## src/rtl/pelco_d_response_parser_defines.svh

```systemverilog
// Assertion macros for the Pelco-D response parser.
// Used by the top level; expects clk and rst_n in scope.
`ifndef PELCO_D_RESPONSE_PARSER_DEFINES_SVH
`define PELCO_D_RESPONSE_PARSER_DEFINES_SVH

// same-cycle implication
`define PDRP_ASSERT_NOW(lbl, ante, cons, msg) \
  lbl: assert property (@(posedge clk) disable iff (!rst_n) (ante) |-> (cons)) \
    else $error(msg);

// next-cycle implication
`define PDRP_ASSERT_NEXT(lbl, ante, cons, msg) \
  lbl: assert property (@(posedge clk) disable iff (!rst_n) (ante) |=> (cons)) \
    else $error(msg);

`endif

```

## src/rtl/pdrp_pkg.sv

```systemverilog
// Shared types and constants for the Pelco-D response parser.
// No dependencies.
package pdrp_pkg;

  localparam int FOV_W    = 15;
  localparam int POS_W    = 3;
  localparam int ZSHIFT   = 14;
  localparam int PROD_W   = 2 * FOV_W;

  localparam logic [7:0]       SYNC_BYTE  = 8'hFF;
  localparam logic [7:0]       CODE_ZOOM  = 8'hA7;
  localparam logic [7:0]       CODE_FOCUS = 8'h63;
  localparam logic [FOV_W-1:0] ZOOM_FULL  = 15'h4000;
  localparam logic [ZSHIFT-1:0] ROUND_ADD = 14'h3FFF;

  localparam logic [POS_W-1:0] POS_HUNT  = 3'd0;
  localparam logic [POS_W-1:0] POS_ADDR  = 3'd1;
  localparam logic [POS_W-1:0] POS_CODE  = 3'd3;
  localparam logic [POS_W-1:0] POS_HIGH  = 3'd4;
  localparam logic [POS_W-1:0] POS_LOW   = 3'd5;
  localparam logic [POS_W-1:0] POS_CSUM  = 3'd6;

  localparam logic [1:0] ST_OK   = 2'd0;
  localparam logic [1:0] ST_DROP = 2'd1;
  localparam logic [1:0] ST_CSUM = 2'd2;

  localparam logic [1:0] KIND_ZOOM  = 2'd0;
  localparam logic [1:0] KIND_FOCUS = 2'd1;
  localparam logic [1:0] KIND_OTHER = 2'd2;

  localparam logic REG_WIDE = 1'b0;
  localparam logic REG_TELE = 1'b1;

  localparam logic [FOV_W-1:0] WIDE_RESET = 15'd6370;
  localparam logic [FOV_W-1:0] TELE_RESET = 15'd230;

  typedef struct packed {
    logic              is_frame;
    logic              sum_ok;
    logic [1:0]        kind;
    logic [7:0]        addr;
    logic [15:0]       value;
    logic              wide_ge;
    logic [FOV_W-1:0]  wide;
    logic [PROD_W-1:0] prod;
  } evt_t;

endpackage

```

## src/rtl/pdrp_parse.sv

```systemverilog
// Frame tracking stage: sync hunt, byte collection, checksum, FOV product.
// Depends on pdrp_pkg.
module pdrp_parse (
  input  logic                      clk,
  input  logic                      rst_n,
  input  logic                      byte_v,
  input  logic [7:0]                byte_d,
  input  logic [pdrp_pkg::FOV_W-1:0] wide_fov,
  input  logic [pdrp_pkg::FOV_W-1:0] tele_fov,
  input  logic                      down_rdy,
  output logic                      rdy,
  output logic                      evt_v,
  output pdrp_pkg::evt_t            evt
);
  import pdrp_pkg::*;

  logic [POS_W-1:0] pos_r, pos_nxt;
  logic [7:0]       sum_r, sum_nxt;
  logic [7:0]       addr_r, addr_nxt;
  logic [7:0]       code_r, code_nxt;
  logic [7:0]       hi_r, hi_nxt;
  logic [7:0]       lo_r, lo_nxt;
  logic             evt_v_r, evt_v_nxt;
  evt_t             evt_r, evt_nxt;
  logic             fire;
  logic             emit;
  logic [15:0]      value;
  logic [FOV_W-1:0] zclip;
  logic [FOV_W-1:0] diff;
  logic             ge;

  assign rdy   = !evt_v_r || down_rdy;
  assign fire  = byte_v && rdy;
  assign value = {hi_r, lo_r};
  assign ge    = wide_fov >= tele_fov;
  assign diff  = ge ? (wide_fov - tele_fov) : (tele_fov - wide_fov);
  assign zclip = (value > 16'(ZOOM_FULL)) ? ZOOM_FULL : value[FOV_W-1:0];

  always_comb begin
    pos_nxt  = pos_r;
    sum_nxt  = sum_r;
    addr_nxt = addr_r;
    code_nxt = code_r;
    hi_nxt   = hi_r;
    lo_nxt   = lo_r;
    emit     = 1'b0;

    evt_nxt.is_frame = 1'b0;
    evt_nxt.sum_ok   = byte_d == sum_r;
    if (code_r == CODE_ZOOM) begin
      evt_nxt.kind = KIND_ZOOM;
    end else if (code_r == CODE_FOCUS) begin
      evt_nxt.kind = KIND_FOCUS;
    end else begin
      evt_nxt.kind = KIND_OTHER;
    end
    evt_nxt.addr    = addr_r;
    evt_nxt.value   = value;
    evt_nxt.wide_ge = ge;
    evt_nxt.wide    = wide_fov;
    evt_nxt.prod    = PROD_W'(diff) * PROD_W'(zclip);

    case (pos_r)
      POS_HUNT: begin
        if (byte_d != SYNC_BYTE) begin
          emit = 1'b1;
        end else begin
          pos_nxt = POS_ADDR;
          sum_nxt = 8'd0;
        end
      end
      POS_CSUM: begin
        pos_nxt          = POS_HUNT;
        emit             = 1'b1;
        evt_nxt.is_frame = 1'b1;
      end
      default: begin
        sum_nxt = sum_r + byte_d;
        pos_nxt = pos_r + 3'd1;
        case (pos_r)
          POS_ADDR: addr_nxt = byte_d;
          POS_CODE: code_nxt = byte_d;
          POS_HIGH: hi_nxt   = byte_d;
          POS_LOW:  lo_nxt   = byte_d;
          default: ;
        endcase
      end
    endcase

    evt_v_nxt = evt_v_r;
    if (fire) begin
      evt_v_nxt = emit;
    end else if (down_rdy) begin
      evt_v_nxt = 1'b0;
    end
  end

  always_ff @(posedge clk) begin
    if (!rst_n) begin
      pos_r   <= POS_HUNT;
      sum_r   <= 8'd0;
      evt_v_r <= 1'b0;
    end else begin
      evt_v_r <= evt_v_nxt;
      if (fire) begin
        pos_r <= pos_nxt;
        sum_r <= sum_nxt;
      end
    end
  end

  always_ff @(posedge clk) begin
    if (fire) begin
      addr_r <= addr_nxt;
      code_r <= code_nxt;
      hi_r   <= hi_nxt;
      lo_r   <= lo_nxt;
      evt_r  <= evt_nxt;
    end
  end

  assign evt_v = evt_v_r;
  assign evt   = evt_r;

endmodule

```

## src/rtl/pdrp_update.sv

```systemverilog
// Result stage: finishes the FOV, updates stored camera data, result register.
// Depends on pdrp_pkg.
module pdrp_update (
  input  logic                       clk,
  input  logic                       rst_n,
  input  logic                       evt_v,
  input  pdrp_pkg::evt_t             evt,
  output logic                       rdy,
  output logic                       out_valid,
  input  logic                       out_stall,
  output logic [1:0]                 out_status,
  output logic [1:0]                 out_response_kind,
  output logic [7:0]                 out_frame_address,
  output logic [15:0]                out_zoom_position,
  output logic [15:0]                out_focus_position,
  output logic [pdrp_pkg::FOV_W-1:0] out_field_of_view,
  output logic                       out_changed
);
  import pdrp_pkg::*;

  logic [15:0]       zoom_r, zoom_nxt;
  logic [15:0]       focus_r, focus_nxt;
  logic [FOV_W-1:0]  fov_r, fov_nxt;
  logic              out_v_r;
  logic [1:0]        status_r, status_nxt;
  logic [1:0]        kind_r, kind_nxt;
  logic [7:0]        addr_r, addr_nxt;
  logic              changed_r, changed_nxt;
  logic              fire;
  logic [PROD_W:0]   rnd;
  logic [FOV_W-1:0]  step;
  logic [FOV_W-1:0]  fov_new;

  assign rdy  = !out_v_r || !out_stall;
  assign fire = evt_v && rdy;

  assign rnd     = {1'b0, evt.prod} + {{(PROD_W + 1 - ZSHIFT){1'b0}}, ROUND_ADD};
  assign step    = evt.wide_ge ? rnd[ZSHIFT+FOV_W-1:ZSHIFT]
                               : evt.prod[ZSHIFT+FOV_W-1:ZSHIFT];
  assign fov_new = evt.wide_ge ? (evt.wide - step) : (evt.wide + step);

  always_comb begin
    zoom_nxt    = zoom_r;
    focus_nxt   = focus_r;
    fov_nxt     = fov_r;
    changed_nxt = 1'b0;
    kind_nxt    = evt.kind;
    addr_nxt    = evt.addr;
    if (!evt.is_frame) begin
      status_nxt = ST_DROP;
      kind_nxt   = KIND_ZOOM;
      addr_nxt   = 8'd0;
    end else if (!evt.sum_ok) begin
      status_nxt = ST_CSUM;
    end else begin
      status_nxt = ST_OK;
      case (evt.kind)
        KIND_ZOOM: begin
          zoom_nxt    = evt.value;
          fov_nxt     = fov_new;
          changed_nxt = (evt.value != zoom_r) || (fov_new != fov_r);
        end
        KIND_FOCUS: begin
          focus_nxt   = evt.value;
          changed_nxt = evt.value != focus_r;
        end
        default: ;
      endcase
    end
  end

  always_ff @(posedge clk) begin
    if (!rst_n) begin
      out_v_r <= 1'b0;
      zoom_r  <= 16'd0;
      focus_r <= 16'd0;
      fov_r   <= '0;
    end else begin
      if (fire) begin
        out_v_r <= 1'b1;
        zoom_r  <= zoom_nxt;
        focus_r <= focus_nxt;
        fov_r   <= fov_nxt;
      end else if (!out_stall) begin
        out_v_r <= 1'b0;
      end
    end
  end

  always_ff @(posedge clk) begin
    if (fire) begin
      status_r  <= status_nxt;
      kind_r    <= kind_nxt;
      addr_r    <= addr_nxt;
      changed_r <= changed_nxt;
    end
  end

  assign out_valid          = out_v_r;
  assign out_status         = status_r;
  assign out_response_kind  = kind_r;
  assign out_frame_address  = addr_r;
  assign out_zoom_position  = zoom_r;
  assign out_focus_position = focus_r;
  assign out_field_of_view  = fov_r;
  assign out_changed        = changed_r;

endmodule

```

## src/rtl/pelco_d_response_parser.sv

```systemverilog
// The result is registered in turn by the input register, the parse stage and
// the result register.
// Throughput: one byte per cycle while out_stall is low; the parse and result
// stages each hold one item and advance whenever the next slot frees.
// Only sync-drop and frame-complete bytes produce a result transfer.
// Reset (rst_n low, synchronous): hunting for sync, stored data zero,
// FOV registers at 6370 and 230.
`include "pelco_d_response_parser_defines.svh"

module pelco_d_response_parser (
  input  logic                       clk,
  input  logic                       rst_n,
  input  logic                       in_valid,
  output logic                       in_stall,
  input  logic [7:0]                 in_rx_byte,
  output logic                       out_valid,
  input  logic                       out_stall,
  output logic [1:0]                 out_status,
  output logic [1:0]                 out_response_kind,
  output logic [7:0]                 out_frame_address,
  output logic [15:0]                out_zoom_position,
  output logic [15:0]                out_focus_position,
  output logic [pdrp_pkg::FOV_W-1:0] out_field_of_view,
  output logic                       out_changed,
  input  logic                       cfg_valid,
  output logic                       cfg_ready,
  input  logic                       cfg_index,
  input  logic [pdrp_pkg::FOV_W-1:0] cfg_data
);
  import pdrp_pkg::*;

  logic             in_v_r;
  logic [7:0]       in_byte_r;
  logic [FOV_W-1:0] wide_r;
  logic [FOV_W-1:0] tele_r;
  logic             parse_rdy;
  logic             upd_rdy;
  logic             evt_v;
  evt_t             evt;

  assign cfg_ready = 1'b1;
  assign in_stall  = in_v_r && !parse_rdy;

  always_ff @(posedge clk) begin
    if (!rst_n) begin
      wide_r <= WIDE_RESET;
      tele_r <= TELE_RESET;
    end else if (cfg_valid && cfg_ready) begin
      case (cfg_index)
        REG_WIDE: wide_r <= cfg_data;
        REG_TELE: tele_r <= cfg_data;
        default: ;
      endcase
    end
  end

  always_ff @(posedge clk) begin
    if (!rst_n) begin
      in_v_r <= 1'b0;
    end else if (!in_stall) begin
      in_v_r <= in_valid;
    end
  end

  always_ff @(posedge clk) begin
    if (in_valid && !in_stall) begin
      in_byte_r <= in_rx_byte;
    end
  end

  pdrp_parse u_parse (
    .clk      (clk),
    .rst_n    (rst_n),
    .byte_v   (in_v_r),
    .byte_d   (in_byte_r),
    .wide_fov (wide_r),
    .tele_fov (tele_r),
    .down_rdy (upd_rdy),
    .rdy      (parse_rdy),
    .evt_v    (evt_v),
    .evt      (evt)
  );

  pdrp_update u_update (
    .clk                (clk),
    .rst_n              (rst_n),
    .evt_v              (evt_v),
    .evt                (evt),
    .rdy                (upd_rdy),
    .out_valid          (out_valid),
    .out_stall          (out_stall),
    .out_status         (out_status),
    .out_response_kind  (out_response_kind),
    .out_frame_address  (out_frame_address),
    .out_zoom_position  (out_zoom_position),
    .out_focus_position (out_focus_position),
    .out_field_of_view  (out_field_of_view),
    .out_changed        (out_changed)
  );

  `PDRP_ASSERT_NOW(a_drop_clean, out_valid && (out_status == ST_DROP), !out_changed && (out_frame_address == 8'd0) && (out_response_kind == KIND_ZOOM), "dropped byte result not clean")
  `PDRP_ASSERT_NOW(a_csum_nochg, out_valid && (out_status == ST_CSUM), !out_changed, "checksum mismatch reported a change")
  `PDRP_ASSERT_NOW(a_stall_src, in_stall, out_valid && out_stall, "input stalled without result backpressure")
  `PDRP_ASSERT_NEXT(a_store_hold, out_valid && out_stall, $stable(out_zoom_position) && $stable(out_field_of_view), "stored data moved under a stalled result")

endmodule
```

## config.mk

```make
export PLATFORM = sky130hd
export DESIGN_NAME = pelco_d_response_parser
export DESIGN_NICKNAME = d
export VERILOG_FILES = /design/src/rtl/pdrp_pkg.sv /design/src/rtl/pdrp_parse.sv /design/src/rtl/pdrp_update.sv /design/src/rtl/pelco_d_response_parser.sv
export VERILOG_INCLUDE_DIRS = /design/src /design/src/rtl
export SDC_FILE = /design/constraint.sdc
export NUM_CORES = 1
export LEC_CHECK = 0
export BUFFER_PORTS_ARGS = -buffer_cell sky130_fd_sc_hd__buf_4
export CORE_MARGIN = 3
export CORE_UTILIZATION = 30
export DETAILED_ROUTE_END_ITERATION = 7
export SETUP_SLACK_MARGIN = 0.1
export SYNTH_ARGS = -nofsm -noshare
export SYNTH_HDL_FRONTEND = slang
export SYNTH_SLANG_ARGS = --single-unit
```

## constraint.sdc

```tcl
create_clock -name clk -period 9.12 [get_ports clk]
set_clock_uncertainty 0.2 [all_clocks]
set_input_delay 2.736 -clock clk [delete_from_list [all_inputs] [get_ports clk]]
set_output_delay 2.736 -clock clk [all_outputs]
set_load 0.02 [all_outputs]
```

# After elaboration in Yosys (flattened, before gate mapping)
# Cells that the tools add are included.
# word_totals
ff_bits	217
in_bits	29
out_inout_bits	63
word_cells	100
# op_classes
addsub	7
multipliers	1
n_lt_le_gt_ge	2
n_eq_ne	15
muxes	18
bitwise	3
reduce_logical	27
# op_table
cell	n
$mux 15	4
$sub 15x15->15	3
$ne 16x16->1	2
$add 29x14->29 const B	1
$mul 15x15->29	1
$gt 16x15->1 const B	1
$pmux 8 s2	1
$add 15x15->15	1
$ge 15x15->1	1
$ne 15x15->1	1
$reduce_and 3->1	5
$eq 3x3->1 const B	3
$add 8x8->8	1
$eq 8x7->1 const B	1
$eq 8x8->1	1
$eq 8x8->1 const B	1
$mux 8	1
$ne 8x8->1 const B	1
$reduce_and 2->1	4
$reduce_and 4->1	2
$mux 1	6
$pmux 3 s2	1
$logic_not 1->1	5
$logic_and 1x1->1	4
15 further kinds	21

# Longest topological paths before layout
# logic_depth
ltp_word	7
mapped_depth	36
mapped_depth_nobuf	35

# Cells and area by module
# Synthesis repeated with hierarchy kept, for this count alone.
# hier_totals
cells_unflattened	1972
hier_area_um2	19052.0
# modules_own_cells
module	n_inst	cells_each	area_each_um2	seq_area_each_um2
pdrp_parse	1	1299	13153.9	3423.3
pdrp_update	1	534	4420.5	1351.3
pelco_d_response_parser	1	139	1477.7	860.8

# Least setup slack after synthesis
# No wires, ideal clock.
# synth_timing
path_type	register to register
start	reg tele_r[4]
end	reg u_parse.evt_r, in the netlist u_parse.evt[26], data pin
setup_ns	0.261
arrival_time_ns	7.873
t_required_ns	8.659
path_slack_ns	0.786
stages_incl_launch_ff	32
n_path_buf	1
period_less_slack_ns	8.334
cell_sequence	dfxtp_1 inv_1 ha_1 buf_6 a21oi_4 a21oi_2 o311a_4 o31a_4 nor2_8 mux2i_1 o2111ai_1 nand3_1 or3b_1 fa_1 fa_1 inv_1 fa_1 fa_1 fa_1 inv_1 fa_1 inv_1 ha_1 a21o_1 a21o_1 a21o_1 a21o_1 a21o_1 a221o_1 a21oi_1 nor4b_1 a311o_1
# synth_rtl
element	line_no	source
from (decl)	pelco_d_response_parser.sv:35	logic [FOV_W-1:0] tele_r;
from (signal assigned)	pelco_d_response_parser.sv:51	REG_TELE: tele_r <= cfg_data;
to (signal assigned)	pdrp_parse.sv:118	evt_r <= evt_nxt;
to (decl)	pdrp_parse.sv:24	evt_t evt_r, evt_nxt;

==> qor.csv <==
stage,metric,value,unit
run_status,outcome,"complete, no violations",
logic_synthesis,syn_area_per_cell,9.51,µm²
critical_path,r2r_slack,0.35,ns
sta,period_needed,8.77,ns
floorplanning,rows,91,
floorplanning,core-area,61900,µm²
critical_path,critPathLaunchType,flip-flop,
logic_synthesis,synth.distinct_cells,86,
placement,post-dp-hpwl,42.8,mm
cts,cts.reportedPaths.clkPinSlew,0.06,ns
logic_synthesis,ys_ff_latch,217,
sta,slew_headroom,0.247,
critical_path,cp-end-kind,flip-flop,
global_routing,busiest_layer,met2,
logic_synthesis,yosysSeqAreaShare,0.297,
detailed_routing,wl_per_cell,18.1,µm
detailed_routing,drt_drc_violations_left,0,
power_and_ir_drop,p_leak,9.48,nW
floorplanning,dieArea,66000,µm²
critical_path,r2r_cells,32,
detailed_routing,finalWirelength,53.4,mm
flow_run,max_cap_violations,0,
cts,clkSinkCount,217,
cts,clk_path_buf_depth,3,
detailed_routing,viasPerCell,4.91,
global_routing,grt_pass1_wl,84.7,mm
critical_path,crit_slowest_cell,fa_1,
finish,syn2layout_area_growth,15.4,%
logic_synthesis,async_flop_share,0,
cts,tritoncts,yes,
detailed_routing,drtAntennaViolNets,0,
hold_path,holdCritPathClass,flip-flop to flip-flop,
detailed_routing,num_vias,14500,
critical_path,slowest_delay,0.56,ns
power_and_ir_drop,ir_worst_vdd,0.131,mV
logic_synthesis,syn_area,18900,µm²
logic_synthesis,syn_nets,2330,
critical_path,worstPathRequired,9.22,ns
sta,slew_viol_final,0,
floorplanning,start_util,0.305,
global_routing,antenna_found_initial,0,
sta,fin_tns_setup,0,ns
detailed_routing,drt_first_pass_iters,5,
cts,clk_latency,0.55,ns
finish,layout_common_cells,"inv_1 (253), nand2_1 (226), fa_1 (170)",
finish,drive_gt1_frac,0.118,
placement,portBuffers,90,
floorplanning,ios,92,
global_routing,grt_usage,0.160,
logic_synthesis,synth-edff-count,126,
critical_path,crit_arrival,8.87,ns
critical_path,cp_max_fo,7,
power_and_ir_drop,cellPowerDensity,225,nW/µm²
sta,hold_viol_final,0,
global_routing,grt_pass1_vias,14800,
detailed_routing,drtIter0Drc,1043,
global_routing,use_met2,0.277,
cts,htreeDepth,1,
floorplanning,die_w,257,µm
hold_path,hold_path_depth,0,
cts,postCtsHoldBufs,0,
sta,post-route-period-util,0.961,
critical_path,critical_path_class,flip-flop to flip-flop,
cts,numCtsBuffers,26,
global_routing,grt_max_degree,92,
floorplanning,dieHeight,257,µm
logic_synthesis,postSynthCellCount,1985,
finish,final_common_cell,inv_1,
global_routing,met3_usage,0.0198,
finish,insertedDiodeCount,0,
placement,place_congestion,0.882,
logic_synthesis,ys.flop_type,edfxtp_1,
finish,final_nets,2435,
sta,setup-violations-final,0,
global_routing,grt_use_met1,0.213,
logic_synthesis,yosys_warnings,0,
global_routing,overflow,0,
cts,root_buffer,clkbuf_16,
sta,fmax,0.114,GHz
sta,rsz0062_at_grt,false,
finish,final_core_util,0.352,
sta,worst_slew_pin_slew,1.12,ns
==> logic make-up (layout without fill, tap and decap cells) <==
family	after synthesis	after routing	share of synthesized area
compound gates	304	304	0.111
xor+xnor	121	121	0.0589
fa+ha+maj	316	316	0.277
buf+inv	329	454	0.0673
flops	217	217	0.297
mux	38	38	0.0202
other cells	1	1	0.000199
simple gates	659	659	0.168
==> report_power, final <==
part | total [mW] | internal (mW) | leakage (nW) | switching [mW]
registers | 1.24 | 1.16 | 1.91 | 0.0817
clock network | 1.01 | 0.587 | 0.405 | 0.418
logic | 2.66 | 1.10 | 7.17 | 1.56
==> flip-flops by register name (all words and copies together), names as in the netlist, 15 cells and up <==
signal                       flops
u_parse.evt                     73
u_update.out_focus_position     16
u_update.out_zoom_position      16
tele_r                          15
u_update.out_field_of_view      15
wide_r                          15
==> per-layer routing <==
metal  up-vias  routed length (µm)
met5         -                   0
met4         0                1420
met3        78                2240
met2       335               26100
met1      7233               23600
li1       6824                   -
==> final timing paths <==
path                                         to               from
worst max-delay path            u_parse.evt[27]         tele_r[11]
worst min-delay path            u_parse.evt[66]  u_parse.addr_r[4]
worst max register to register  u_parse.evt[27]         tele_r[11]
worst min register to register  u_parse.evt[66]  u_parse.addr_r[4]
==> layout make-up <==
| class | instances | area, µm² |
|---|---|---|
| inverters | 256 | 963 |
| flip-flops and latches | 217 | 5610 |
| clock buffers | 34 | 721 |
| repair buffers | 150 | 1130 |
| clock inverters | 14 | 121 |
| multi-input cells | 1439 | 12200 |
| well taps | 837 | 1050 |
| fillers | 6342 | 40100 |
==> what timing repair did <==
item | 4_1_cts | 5_1_grt
endpoints found under the hold margin | 0 | 0
setup buffers | 0 | 9
endpoints found under the setup margin | 0 | 12
resized for setup | 0 | 44
==> critical path, delay by kind of cell (launching register included) <==
| family | cells | cell delay, ns |
|---|---|---|
| AOI/OAI and AO/OA | 10 | 2.39 |
| xor gates and xnor gates | 1 | 0.13 |
| adders and majority gates | 8 | 3.65 |
| buffers and inverters | 7 | 0.47 |
| DFF | 1 | 0.35 |
| and+or+nand+nor | 6 | 1.30 |
==> per-stage QoR <==
step                hold WS [ns]  worst slack, ns  instances  power, mW  instance area, µm²
floorplan                  0.200            0.786       1985       3.03               18900
global placement           0.205            0.248       2890       3.81               20700
detailed placement         0.211           0.0932       2890       3.83               20700
CTS                        0.227            0.102       2938       4.87               21500
global route               0.243           0.0664       2947       5.28               21800
finish                     0.224            0.354       2947       4.91               21800
==> synth_stat cells (37+ instances only) <==
cell type,number,area share
inv_1,254,0.051
nand2_1,226,0.045
fa_1,170,0.18
nor2_1,162,0.032
ha_1,146,0.097
edfxtp_1,126,0.20
dfxtp_1,91,0.096
xnor2_1,80,0.037
a21oi_1,71,0.019
clkbuf_1,53,0.011
o21ai_0,48,0.013
a21boi_0,45,0.018
and2_1,38,0.013
mux2i_1,37,0.020
nor2b_1,37,0.012
(Power assumes the default switching activity.)
